[src/rtl/core/lot_pkg.sv]
// Shared types for the layer order table: command codes, sequencer states, cell controls.
package lot_pkg;

	typedef enum logic [1:0] {
		MODE_ALLOC = 2'd0,
		MODE_SET   = 2'd1,
		MODE_FREE  = 2'd2,
		MODE_NONE  = 2'd3
	} lot_mode_t;

	typedef enum logic [1:0] {
		ST_IDLE,
		ST_CALC,
		ST_APPLY
	} lot_state_t;

	// Per-cycle orders broadcast to every cell of the chain
	typedef struct packed {
		logic shift_up;    // slot takes its lower neighbor, heights in range rise by one
		logic shift_down;  // slot takes its upper neighbor, heights in range drop by one
		logic place;       // target layer lands at the new height
		logic hide;        // target layer leaves the order
		logic grow;        // top rises by one
		logic drop_use;    // target layer is released
		logic alloc;       // allocated layer is claimed
	} lot_ctl_t;

endpackage

[src/rtl/core/lot_cell.sv]
// One cell of the order chain: the slot at its height, and in-use flag and height of its layer id.
module lot_cell import lot_pkg::*; #(
	parameter int IW = 4,
	parameter int HW = 6
) (
	input  logic                 clk,
	input  logic                 arst_n,
	input  logic [IW-1:0]        idx,
	input  lot_ctl_t             ctl,
	input  logic signed [HW-1:0] slot_lo,
	input  logic signed [HW-1:0] slot_hi,
	input  logic signed [HW-1:0] ht_lo,
	input  logic signed [HW-1:0] ht_hi,
	input  logic signed [HW-1:0] nh,
	input  logic [IW-1:0]        tgt_id,
	input  logic [IW-1:0]        alloc_id,
	input  logic [IW-1:0]        slot_below,
	input  logic [IW-1:0]        slot_above,
	output logic [IW-1:0]        slot,
	output logic                 used,
	output logic signed [IW:0]   height
);

	localparam logic signed [IW:0] H_ONE  = (IW+1)'(1);
	localparam logic signed [IW:0] H_NEG1 = '1;

	logic [IW-1:0]        slot_q;
	logic                 used_q;
	logic signed [IW:0]   height_q;
	logic signed [HW-1:0] hpos;
	logic signed [HW-1:0] ht_w;
	logic                 in_slot_rng;
	logic                 in_ht_rng;
	logic                 is_tgt;

	assign hpos        = signed'(HW'(idx));
	assign ht_w        = HW'(height_q);
	assign in_slot_rng = (slot_lo <= hpos) && (hpos <= slot_hi);
	assign in_ht_rng   = (ht_lo <= ht_w) && (ht_w <= ht_hi);
	assign is_tgt      = (idx == tgt_id);

	// Shift the slot from a neighbor or land the moved layer here
	always_ff @(posedge clk) begin
		if (ctl.place && hpos == nh) begin
			slot_q <= tgt_id;
		end else if (ctl.shift_up && in_slot_rng) begin
			slot_q <= slot_below;
		end else if (ctl.shift_down && in_slot_rng) begin
			slot_q <= slot_above;
		end
	end

	// Track this layer's height and ownership
	always_ff @(posedge clk or negedge arst_n) begin
		if (!arst_n) begin
			used_q   <= 1'b0;
			height_q <= H_NEG1;
		end else begin
			if (ctl.alloc && idx == alloc_id) begin
				used_q <= 1'b1;
			end else if (ctl.drop_use && is_tgt) begin
				used_q <= 1'b0;
			end
			if (ctl.place && is_tgt) begin
				height_q <= (IW+1)'(nh);
			end else if (ctl.hide && is_tgt) begin
				height_q <= H_NEG1;
			end else if (ctl.shift_up && in_ht_rng) begin
				height_q <= height_q + H_ONE;
			end else if (ctl.shift_down && in_ht_rng) begin
				height_q <= height_q - H_ONE;
			end
		end
	end

	assign slot   = slot_q;
	assign used   = used_q;
	assign height = height_q;

endmodule

[src/rtl/core/lot_free_search.sv]
// Two-level first-free-layer search: registered group encoders, then a group pick.
module lot_free_search #(
	parameter int MAX_LAYERS = 16,
	parameter int IW         = 4
) (
	input  logic                  clk,
	input  logic [MAX_LAYERS-1:0] used,
	output logic                  found,
	output logic [IW-1:0]         free_id
);

	localparam int NG = (MAX_LAYERS + 15) / 16;
	localparam int GW = (NG > 1) ? $clog2(NG) : 1;
	localparam int PW = NG * 16;

	logic [PW-1:0] pad_v;
	logic [NG-1:0] grp_any_c;
	logic [3:0]    grp_idx_c [NG];
	logic [NG-1:0] grp_any_s1;
	logic [3:0]    grp_idx_s1 [NG];
	logic [GW-1:0] grp_sel;
	logic [GW+3:0] id_full;

	// Find the lowest free entry in each group of sixteen
	always_comb begin
		pad_v = '1;
		pad_v[MAX_LAYERS-1:0] = used;
		for (int g = 0; g < NG; g++) begin
			grp_any_c[g] = 1'b0;
			grp_idx_c[g] = '0;
			for (int k = 15; k >= 0; k--) begin
				if (!pad_v[g*16 + k]) begin
					grp_any_c[g] = 1'b1;
					grp_idx_c[g] = 4'(k);
				end
			end
		end
	end

	always_ff @(posedge clk) begin
		grp_any_s1 <= grp_any_c;
		for (int g = 0; g < NG; g++) begin
			grp_idx_s1[g] <= grp_idx_c[g];
		end
	end

	// Pick the lowest group that has a free entry
	always_comb begin
		grp_sel = '0;
		for (int g = NG - 1; g >= 0; g--) begin
			if (grp_any_s1[g]) begin
				grp_sel = GW'(g);
			end
		end
	end

	assign found   = |grp_any_s1;
	assign id_full = {grp_sel, grp_idx_s1[grp_sel]};
	assign free_id = IW'(id_full);

endmodule

[src/rtl/core/layer_order_table.sv]
// Top level of the layer order table: command sequencer, cell chain and result register.
//
// Keeps the stacking order of MAX_LAYERS display layers in a chain of cells, one per
// height and layer id; a reorder shifts every affected slot to its neighbor at once.
// Each request passes the CALC state, to look up the addressed layer, clamp the height
// and work out the shift range, then the APPLY state, in which the cell chain shifts
// and renumbers once the output register is free. The next request is taken in the
// same cycle the result is loaded into the output register, not before. Slots above
// the top height are never read and start out undefined.
module layer_order_table import lot_pkg::*; #(
	parameter int MAX_LAYERS = 16
) (
	input  logic              clk,
	input  logic              arst_n,
	input  logic              in_valid,
	output logic              in_stall,
	input  logic [1:0]        mode,
	input  logic [3:0]        layer_id,
	input  logic signed [5:0] height_request,
	output logic              out_valid,
	input  logic              out_stall,
	output logic              alloc_ok,
	output logic [3:0]        allocated_id,
	output logic signed [4:0] layer_height,
	output logic signed [4:0] top_height,
	output logic              redraw_valid,
	output logic [3:0]        map_from_layer,
	output logic [3:0]        redraw_low,
	output logic signed [4:0] redraw_high
);

	localparam int IW  = $clog2(MAX_LAYERS);
	localparam int HW  = $clog2(MAX_LAYERS + 1) + 1;
	localparam int CW  = (HW > 6) ? HW : 6;
	localparam int XW  = (IW > 4) ? IW : 4;
	localparam int NID = (MAX_LAYERS < 16) ? MAX_LAYERS : 16;

	localparam logic signed [HW-1:0] H_ONE  = HW'(1);
	localparam logic signed [HW-1:0] H_ZERO = '0;
	localparam logic signed [HW-1:0] H_NEG1 = '1;
	localparam logic signed [IW:0]   T_ONE  = (IW+1)'(1);
	localparam logic signed [IW:0]   T_NEG1 = '1;
	localparam logic signed [CW-1:0] C_NEG1 = '1;

	// sequencer
	lot_state_t state_q, state_nxt;
	logic       accept;
	logic       out_free;
	logic       fire;

	// latched request
	lot_mode_t         mode_q;
	logic [3:0]        id_q;
	logic signed [5:0] req_q;

	// cell chain
	logic [IW-1:0]         slot_v   [MAX_LAYERS];
	logic signed [IW:0]    ht_v     [MAX_LAYERS];
	logic [MAX_LAYERS-1:0] used_v;
	lot_ctl_t              ctl_cells;

	// lookup and clamp
	logic                 sel_used;
	logic signed [IW:0]   sel_ht;
	logic signed [HW-1:0] old_h;
	logic signed [HW-1:0] top_w;
	logic signed [HW-1:0] limit;
	logic signed [CW-1:0] req_x;
	logic signed [CW-1:0] lim_x;
	logic signed [CW-1:0] nh_x;
	logic signed [HW-1:0] nh_c;
	logic                 act;
	logic                 changed_c;
	logic                 lower_c, hide_c, raise_c, show_c;
	lot_ctl_t             ctl_c;
	logic signed [HW-1:0] slot_lo_c, slot_hi_c, ht_lo_c, ht_hi_c;
	logic signed [HW-1:0] map_c, lo_c, hi_c, lh_c;
	logic [XW-1:0]        id_x;

	// registered plan
	lot_ctl_t             ctl_q;
	logic signed [HW-1:0] slot_lo_q, slot_hi_q, ht_lo_q, ht_hi_q, nh_q;
	logic signed [HW-1:0] map_q, lo_q, hi_q, lh_q;
	logic                 changed_q;
	logic [IW-1:0]        tgt_q;

	// allocation and top
	logic                 found;
	logic [IW-1:0]        free_id;
	logic signed [IW:0]   top_q;
	logic signed [IW:0]   top_nxt;
	logic [XW-1:0]        new_x;

	// result register
	logic                 out_valid_q;
	logic                 alloc_ok_q;
	logic [3:0]           allocated_id_q;
	logic signed [4:0]    layer_height_q;
	logic signed [4:0]    top_height_q;
	logic                 redraw_valid_q;
	logic [3:0]           map_from_q;
	logic [3:0]           redraw_low_q;
	logic signed [4:0]    redraw_high_q;
	logic signed [CW-1:0] lh_o, top_o, map_o, lo_o, hi_o;

	// Take a request when idle, or in the cycle the previous result is loaded
	assign out_free = !out_valid_q || !out_stall;
	assign fire     = (state_q == ST_APPLY) && out_free;
	assign in_stall = !((state_q == ST_IDLE) || fire);
	assign accept   = in_valid && !in_stall;

	always_ff @(posedge clk or negedge arst_n) begin
		if (!arst_n) begin
			state_q <= ST_IDLE;
		end else begin
			state_q <= state_nxt;
		end
	end

	always_comb begin
		state_nxt = state_q;
		case (state_q)
			ST_IDLE: begin
				if (accept) begin
					state_nxt = ST_CALC;
				end
			end
			ST_CALC: begin
				state_nxt = ST_APPLY;
			end
			ST_APPLY: begin
				if (fire) begin
					state_nxt = accept ? ST_CALC : ST_IDLE;
				end
			end
			default: begin
				state_nxt = ST_IDLE;
			end
		endcase
	end

	// Hold the accepted request
	always_ff @(posedge clk) begin
		if (accept) begin
			mode_q <= lot_mode_t'(mode);
			id_q   <= layer_id;
			req_q  <= height_request;
		end
	end

	// Look up the addressed layer; ids past the table read as hidden and unused
	always_comb begin
		sel_used = 1'b0;
		sel_ht   = T_NEG1;
		for (int j = 0; j < NID; j++) begin
			if (id_q == 4'(j)) begin
				sel_used = used_v[j];
				sel_ht   = ht_v[j];
			end
		end
	end

	assign id_x  = XW'(id_q);
	assign old_h = HW'(sel_ht);
	assign top_w = HW'(top_q);

	// Clamp the request and plan the shift
	always_comb begin
		act       = sel_used && (mode_q == MODE_SET || mode_q == MODE_FREE);
		limit     = old_h[HW-1] ? (top_w + H_ONE) : top_w;
		req_x     = (mode_q == MODE_FREE) ? C_NEG1 : CW'(req_q);
		lim_x     = CW'(limit);
		if (req_x > lim_x) begin
			nh_x = lim_x;
		end else if (req_x < C_NEG1) begin
			nh_x = C_NEG1;
		end else begin
			nh_x = req_x;
		end
		nh_c      = HW'(nh_x);
		changed_c = act && (nh_c != old_h);
		lower_c   = changed_c && (old_h > nh_c) && !nh_c[HW-1];
		hide_c    = changed_c && nh_c[HW-1];
		raise_c   = changed_c && (nh_c > old_h) && !old_h[HW-1];
		show_c    = changed_c && old_h[HW-1];

		slot_lo_c = H_ZERO;
		slot_hi_c = H_NEG1;
		ht_lo_c   = H_ZERO;
		ht_hi_c   = H_NEG1;
		map_c     = H_ZERO;
		lo_c      = H_ZERO;
		hi_c      = H_NEG1;
		if (lower_c) begin
			slot_lo_c = nh_c + H_ONE;
			slot_hi_c = old_h;
			ht_lo_c   = nh_c;
			ht_hi_c   = old_h - H_ONE;
			map_c     = nh_c + H_ONE;
			lo_c      = nh_c + H_ONE;
			hi_c      = old_h;
		end else if (hide_c) begin
			slot_lo_c = old_h;
			slot_hi_c = top_w - H_ONE;
			ht_lo_c   = old_h + H_ONE;
			ht_hi_c   = top_w;
			hi_c      = old_h - H_ONE;
		end else if (raise_c) begin
			slot_lo_c = old_h;
			slot_hi_c = nh_c - H_ONE;
			ht_lo_c   = old_h + H_ONE;
			ht_hi_c   = nh_c;
			map_c     = nh_c;
			lo_c      = nh_c;
			hi_c      = nh_c;
		end else if (show_c) begin
			slot_lo_c = nh_c + H_ONE;
			slot_hi_c = top_w + H_ONE;
			ht_lo_c   = nh_c;
			ht_hi_c   = top_w;
			map_c     = nh_c;
			lo_c      = nh_c;
			hi_c      = nh_c;
		end

		ctl_c.shift_up   = lower_c || show_c;
		ctl_c.shift_down = hide_c || raise_c;
		ctl_c.place      = raise_c || lower_c || show_c;
		ctl_c.hide       = hide_c;
		ctl_c.grow       = show_c;
		ctl_c.drop_use   = act && (mode_q == MODE_FREE);
		ctl_c.alloc      = (mode_q == MODE_ALLOC);

		if (mode_q == MODE_ALLOC || (act && mode_q == MODE_FREE)) begin
			lh_c = H_NEG1;
		end else if (act) begin
			lh_c = nh_c;
		end else begin
			lh_c = old_h;
		end
	end

	// Register the plan for the chain update
	always_ff @(posedge clk) begin
		if (state_q == ST_CALC) begin
			ctl_q     <= ctl_c;
			slot_lo_q <= slot_lo_c;
			slot_hi_q <= slot_hi_c;
			ht_lo_q   <= ht_lo_c;
			ht_hi_q   <= ht_hi_c;
			nh_q      <= nh_c;
			map_q     <= map_c;
			lo_q      <= lo_c;
			hi_q      <= hi_c;
			lh_q      <= lh_c;
			changed_q <= changed_c;
			tgt_q     <= id_x[IW-1:0];
		end
	end

	lot_free_search #(
		.MAX_LAYERS (MAX_LAYERS),
		.IW         (IW)
	) u_free (
		.clk     (clk),
		.used    (used_v),
		.found   (found),
		.free_id (free_id)
	);

	// Drive the chain only in the update cycle
	always_comb begin
		ctl_cells = '0;
		if (fire) begin
			ctl_cells       = ctl_q;
			ctl_cells.alloc = ctl_q.alloc && found;
		end
	end

	for (genvar i = 0; i < MAX_LAYERS; i++) begin : g_cell
		logic [IW-1:0] below;
		logic [IW-1:0] above;
		if (i == 0) begin : g_first
			assign below = slot_v[i];
		end else begin : g_mid_lo
			assign below = slot_v[i-1];
		end
		if (i == MAX_LAYERS - 1) begin : g_last
			assign above = slot_v[i];
		end else begin : g_mid_hi
			assign above = slot_v[i+1];
		end
		lot_cell #(
			.IW (IW),
			.HW (HW)
		) u_cell (
			.clk        (clk),
			.arst_n     (arst_n),
			.idx        (IW'(i)),
			.ctl        (ctl_cells),
			.slot_lo    (slot_lo_q),
			.slot_hi    (slot_hi_q),
			.ht_lo      (ht_lo_q),
			.ht_hi      (ht_hi_q),
			.nh         (nh_q),
			.tgt_id     (tgt_q),
			.alloc_id   (free_id),
			.slot_below (below),
			.slot_above (above),
			.slot       (slot_v[i]),
			.used       (used_v[i]),
			.height     (ht_v[i])
		);
	end

	// Advance the top height
	always_comb begin
		top_nxt = top_q;
		if (ctl_cells.grow) begin
			top_nxt = top_q + T_ONE;
		end else if (ctl_cells.hide) begin
			top_nxt = top_q - T_ONE;
		end
	end

	always_ff @(posedge clk or negedge arst_n) begin
		if (!arst_n) begin
			top_q <= T_NEG1;
		end else begin
			top_q <= top_nxt;
		end
	end

	// Wrap results to the field widths
	assign new_x = XW'(free_id);
	assign lh_o  = CW'(lh_q);
	assign top_o = CW'(top_nxt);
	assign map_o = CW'(map_q);
	assign lo_o  = CW'(lo_q);
	assign hi_o  = CW'(hi_q);

	// Load the result register; hold it while stalled
	always_ff @(posedge clk or negedge arst_n) begin
		if (!arst_n) begin
			out_valid_q <= 1'b0;
		end else if (fire) begin
			out_valid_q <= 1'b1;
		end else if (!out_stall) begin
			out_valid_q <= 1'b0;
		end
	end

	always_ff @(posedge clk) begin
		if (fire) begin
			alloc_ok_q     <= ctl_cells.alloc;
			allocated_id_q <= ctl_cells.alloc ? new_x[3:0] : 4'd0;
			layer_height_q <= lh_o[4:0];
			top_height_q   <= top_o[4:0];
			redraw_valid_q <= changed_q;
			map_from_q     <= map_o[3:0];
			redraw_low_q   <= lo_o[3:0];
			redraw_high_q  <= hi_o[4:0];
		end
	end

	assign out_valid      = out_valid_q;
	assign alloc_ok       = alloc_ok_q;
	assign allocated_id   = allocated_id_q;
	assign layer_height   = layer_height_q;
	assign top_height     = top_height_q;
	assign redraw_valid   = redraw_valid_q;
	assign map_from_layer = map_from_q;
	assign redraw_low     = redraw_low_q;
	assign redraw_high    = redraw_high_q;

endmodule

[config.mk]
export PLATFORM = sky130hd
export DESIGN_NAME = layer_order_table
export DESIGN_NICKNAME = d
export VERILOG_FILES = /design/src/rtl/core/lot_pkg.sv /design/src/rtl/core/lot_cell.sv /design/src/rtl/core/lot_free_search.sv /design/src/rtl/core/layer_order_table.sv
export SDC_FILE = /design/constraint.sdc
export NUM_CORES = 1
export LEC_CHECK = 0
export BUFFER_PORTS_ARGS = -buffer_cell sky130_fd_sc_hd__buf_2
export CAP_MARGIN = 25
export CORE_MARGIN = 4
export CORE_UTILIZATION = 53
export CTS_CLUSTER_SIZE = 40
export DETAILED_ROUTE_END_ITERATION = 16
export GPL_ROUTABILITY_DRIVEN = 0
export GPL_TIMING_DRIVEN = 1
export PLACE_DENSITY = 0.69
export SLEW_MARGIN = 25
export SYNTH_ARGS = -nofsm -noshare
export SYNTH_HDL_FRONTEND = slang
export SYNTH_SLANG_ARGS = --single-unit
[constraint.sdc]
create_clock -name clk -period 15.3 [get_ports clk]
set_clock_uncertainty 0.05 [all_clocks]
set_input_delay 4.59 -clock clk [delete_from_list [all_inputs] [get_ports clk]]
set_output_delay 4.59 -clock clk [all_outputs]
set_load 0.01 [all_outputs]
==> results.json <==
{
  "setup_ws_ps": 5550,
  "p_per_area_mw_per_mm2": 188,
  "drive_above_1_share_pct": 12.1,
  "io_pins": 47,
  "port_buffers": 46,
  "grt_use_met2_pct": 47.6,
  "met3_usage_pct": 4.52,
  "synth_top_family_by_area": "compound AO/OA/AOI/OAI gates",
  "antenna_found_initial": 0,
  "clock-root-buffer": "clkbuf_16",
  "holdWs_ps": 365,
  "cts-resized-gates": 0,
  "synth_largest_area_cell": "ha_1",
  "critPathLaunchType": "input port",
  "nets": 2170,
  "drc": 0,
  "end_kind": "output port",
  "ys_ff_latch": 189,
  "track_usage_pct": 29.0,
  "placed_cells": 2253,
  "seq_area_frac_synth_pct": 31.2,
  "cp_cell_sequence": "buf_2, a31o_2, buf_2",
  "syn_to_final_growth_pct": 7.99,
  "die_h_um": 185,
  "worst_skew_pair.late_latency_ps": 460,
  "antenna_left": 0,
  "n_antenna_cell": 0,
  "synthMuxAreaShare_pct": 1.81,
  "drt_wl_total_mm": 49.7,
  "cts_inserted_buffers": 17,
  "slew_headroom_pct": 22.3,
  "rows": 64,
  "avgSynthCellArea_um2": 9.00,
  "grt_pass1_vias": 14200,
  "worstPathMaxFanout": 3,
  "synth-compound-area-share_pct": 23.3,
  "fmaxAchievable_mhz": 103,
  "slew_violations": 0,
  "status": "complete, no violations",
  "die_area_mm2": 0.0344,
  "period_share_pct": 63.7,
  "clk_pin_slew_ps": 90,
  "cts.htree.levels": 4,
  "dp_slack_ps": 5550,
  "grt_start_max_net_pins": 55,
  "async_flop_share_pct": 55.0,
  "synthAdderAreaFrac_pct": 21.4,
  "initial_core_util_pct": 54.1,
  "critPathArrivalTime_ps": 5110,
  "finalWorstPathRequiredPeriod_ps": 9750,
  "synth-main-ff-cell": "dfstp_2",
  "synth_cell_types": 84,
  "busiest_layer": "met2",
  "synth-edff-count": 80,
  "crit_path_max_incr_delay_ps": 260,
  "drtIter0Drc": 1342,
  "postCtsSetupRepairBufs": 0,
  "dp_hpwl_mm": 34.8,
  "final_cells": 2288,
  "ir_drop_mv": 0.0952,
  "synth_top_cell_area_share_pct": 19.4,
  "critical_path_class": "in2out",
  "first_pass_iters": 5,
  "synth.area.top_cells": "ha_1 19%, edfxtp_1 14%, dfstp_2 13%",
  "postCtsHoldBufs": 0,
  "holdCritPathClass": "reg2reg",
  "report.final.hold_viol_count": 0,
  "gr-total-overflow": 0,
  "vias": 14700,
  "nFillCells": 2687,
  "worst_path_most_repeated_cell": "buf_2",
  "synth_warnings": 0,
  "post-route-util_pct": 58.5,
  "clock_path_buffers": 2,
  "setup_violations": 0,
  "required_ps": 10660,
  "synth_nets": 2145,
  "mappedNetlistArea_mm2": 0.0167,
  "synth_xor_area_share_pct": 3.36,
  "synth-simple-area-share_pct": 14.6,
  "drv_cap": 0,
  "cts_tree": "yes",
  "core_mm2": 0.0308,
  "crit_slowest_cell": "a31o_2",
  "numClockSinks": 189,
  "totalNegativeSetupSlack_ps": 0,
  "grt_use_met1_pct": 39.1,
  "rsz0062_at_grt": "false",
  "synth_cells": 1854,
  "post_drt_wl_per_cell_um": 21.7,
  "vias_per_cell": 6.41,
  "cellLeakagePower_uw": 0.00739,
  "dieWidth_um": 185,
  "worst_slew_pin_slew_ps": 1170,
  "grt_pass1_wl_mm": 78.0
}
cells in the final DEF (no fill, tap or decap), types with 29 or more instances in the layout:
| cell type | n |
|---|---|
| a21o_1 | 38 |
| a21oi_1 | 118 |
| buf_2 | 45 |
| dfstp_2 | 85 |
| edfxtp_1 | 80 |
| ha_1 | 259 |
| inv_1 | 107 |
| nand2_1 | 213 |
| nand3_1 | 49 |
| nor2_1 | 97 |
| nor2b_1 | 42 |
| nor3_1 | 43 |
| o21a_1 | 66 |
| o21ai_0 | 175 |
| o22ai_1 | 92 |
| xnor2_1 | 29 |
| xor2_1 | 35 |
critical path: cells and delay by family:
family,cells,cell delay [ps]
buffers and inverters,2,270
AO/OA/AOI/OAI,1,260
state kept, by name (all words and copies together), names as in the netlist, 6 cells and up:
signal and flops:
ctl_q 7, g_cell.u_cell.height 80, g_cell.u_cell.used 16, ht_hi_q 6, ht_lo_q 6, req_q 6
metal layers:
layer / vias to the layer above / share of wire [%]
met2: 606 / 46
met1: 7008 / 43
li1: 6901 / -
met4: 0 / 4.0
met5: - / 0
met3: 141 / 7.3
where the power goes:
part	leakage (uW)	switching [uW]	internal, uW
Sequential	0.00191	267	768
Combinational	0.00518	1030	836
Clock	0.000298	248	227
synthesized netlist by cell type, types with 13 or more instances:
master,instances
nand2_1,213
xnor2_1,29
o22ai_1,92
a21o_1,38
nand2b_1,16
o21ai_0,175
nor2b_1,43
nor2_1,97
inv_1,111
nor3_1,43
o22a_1,17
edfxtp_1,80
fa_1,16
o31ai_1,13
dfstp_2,85
xor2_1,35
dfrtp_1,19
a21oi_1,119
o21a_1,66
clkbuf_1,33
nand3_1,49
ha_1,259
o32a_1,16
worst paths after layout:
kind,from,endpoint,slack [ps],depth (start not counted)
max,out_stall,in_stall,5550,3
min,hi_o[1]$_DFFE_PN_,redraw_high[1]$_DFFE_PP_,360,0
max reg2reg,id_q[3]$_DFFE_PP_,hi_o[2]$_DFFE_PN_,6960,26
min reg2reg,hi_o[1]$_DFFE_PN_,redraw_high[1]$_DFFE_PP_,360,0
max in group asynchronous,arst_n,g_cell[0].u_cell.used$_DFFE_PN0P_,9850,2
min in group asynchronous,arst_n,state_q[0]$_DFFE_PN0P_,4130,1
cell families after synthesis:
logic type / Yosys count
fa+ha+maj: 276
mux: 21
xor+xnor: 64
simple gates: 519
compound gates: 611
flops: 189
buf+inv: 174
metrics by stage:
step	power [uW]	instance area [um2]
final	3380	18000
after global placement	2760	17200
after floorplan	2360	16700
after global routing	3660	18000
after CTS	3350	18000
after detailed placement	2860	17400
layout make-up:
| cell class | instances | area, um2 | share of cell area [%] |
|---|---|---|---|
| Tap cell | 396 | 495 | 2.75 |
| Clock buffer | 17 | 425 | 2.36 |
| Inverter | 114 | 428 | 2.37 |
| Clock inverter | 15 | 198 | 1.10 |
| Multi-Input combinational cell | 1491 | 10800 | 59.8 |
| Sequential cell | 189 | 5210 | 28.9 |
| Timing Repair Buffer | 66 | 485 | 2.69 |
(Power assumes the default switching activity.)
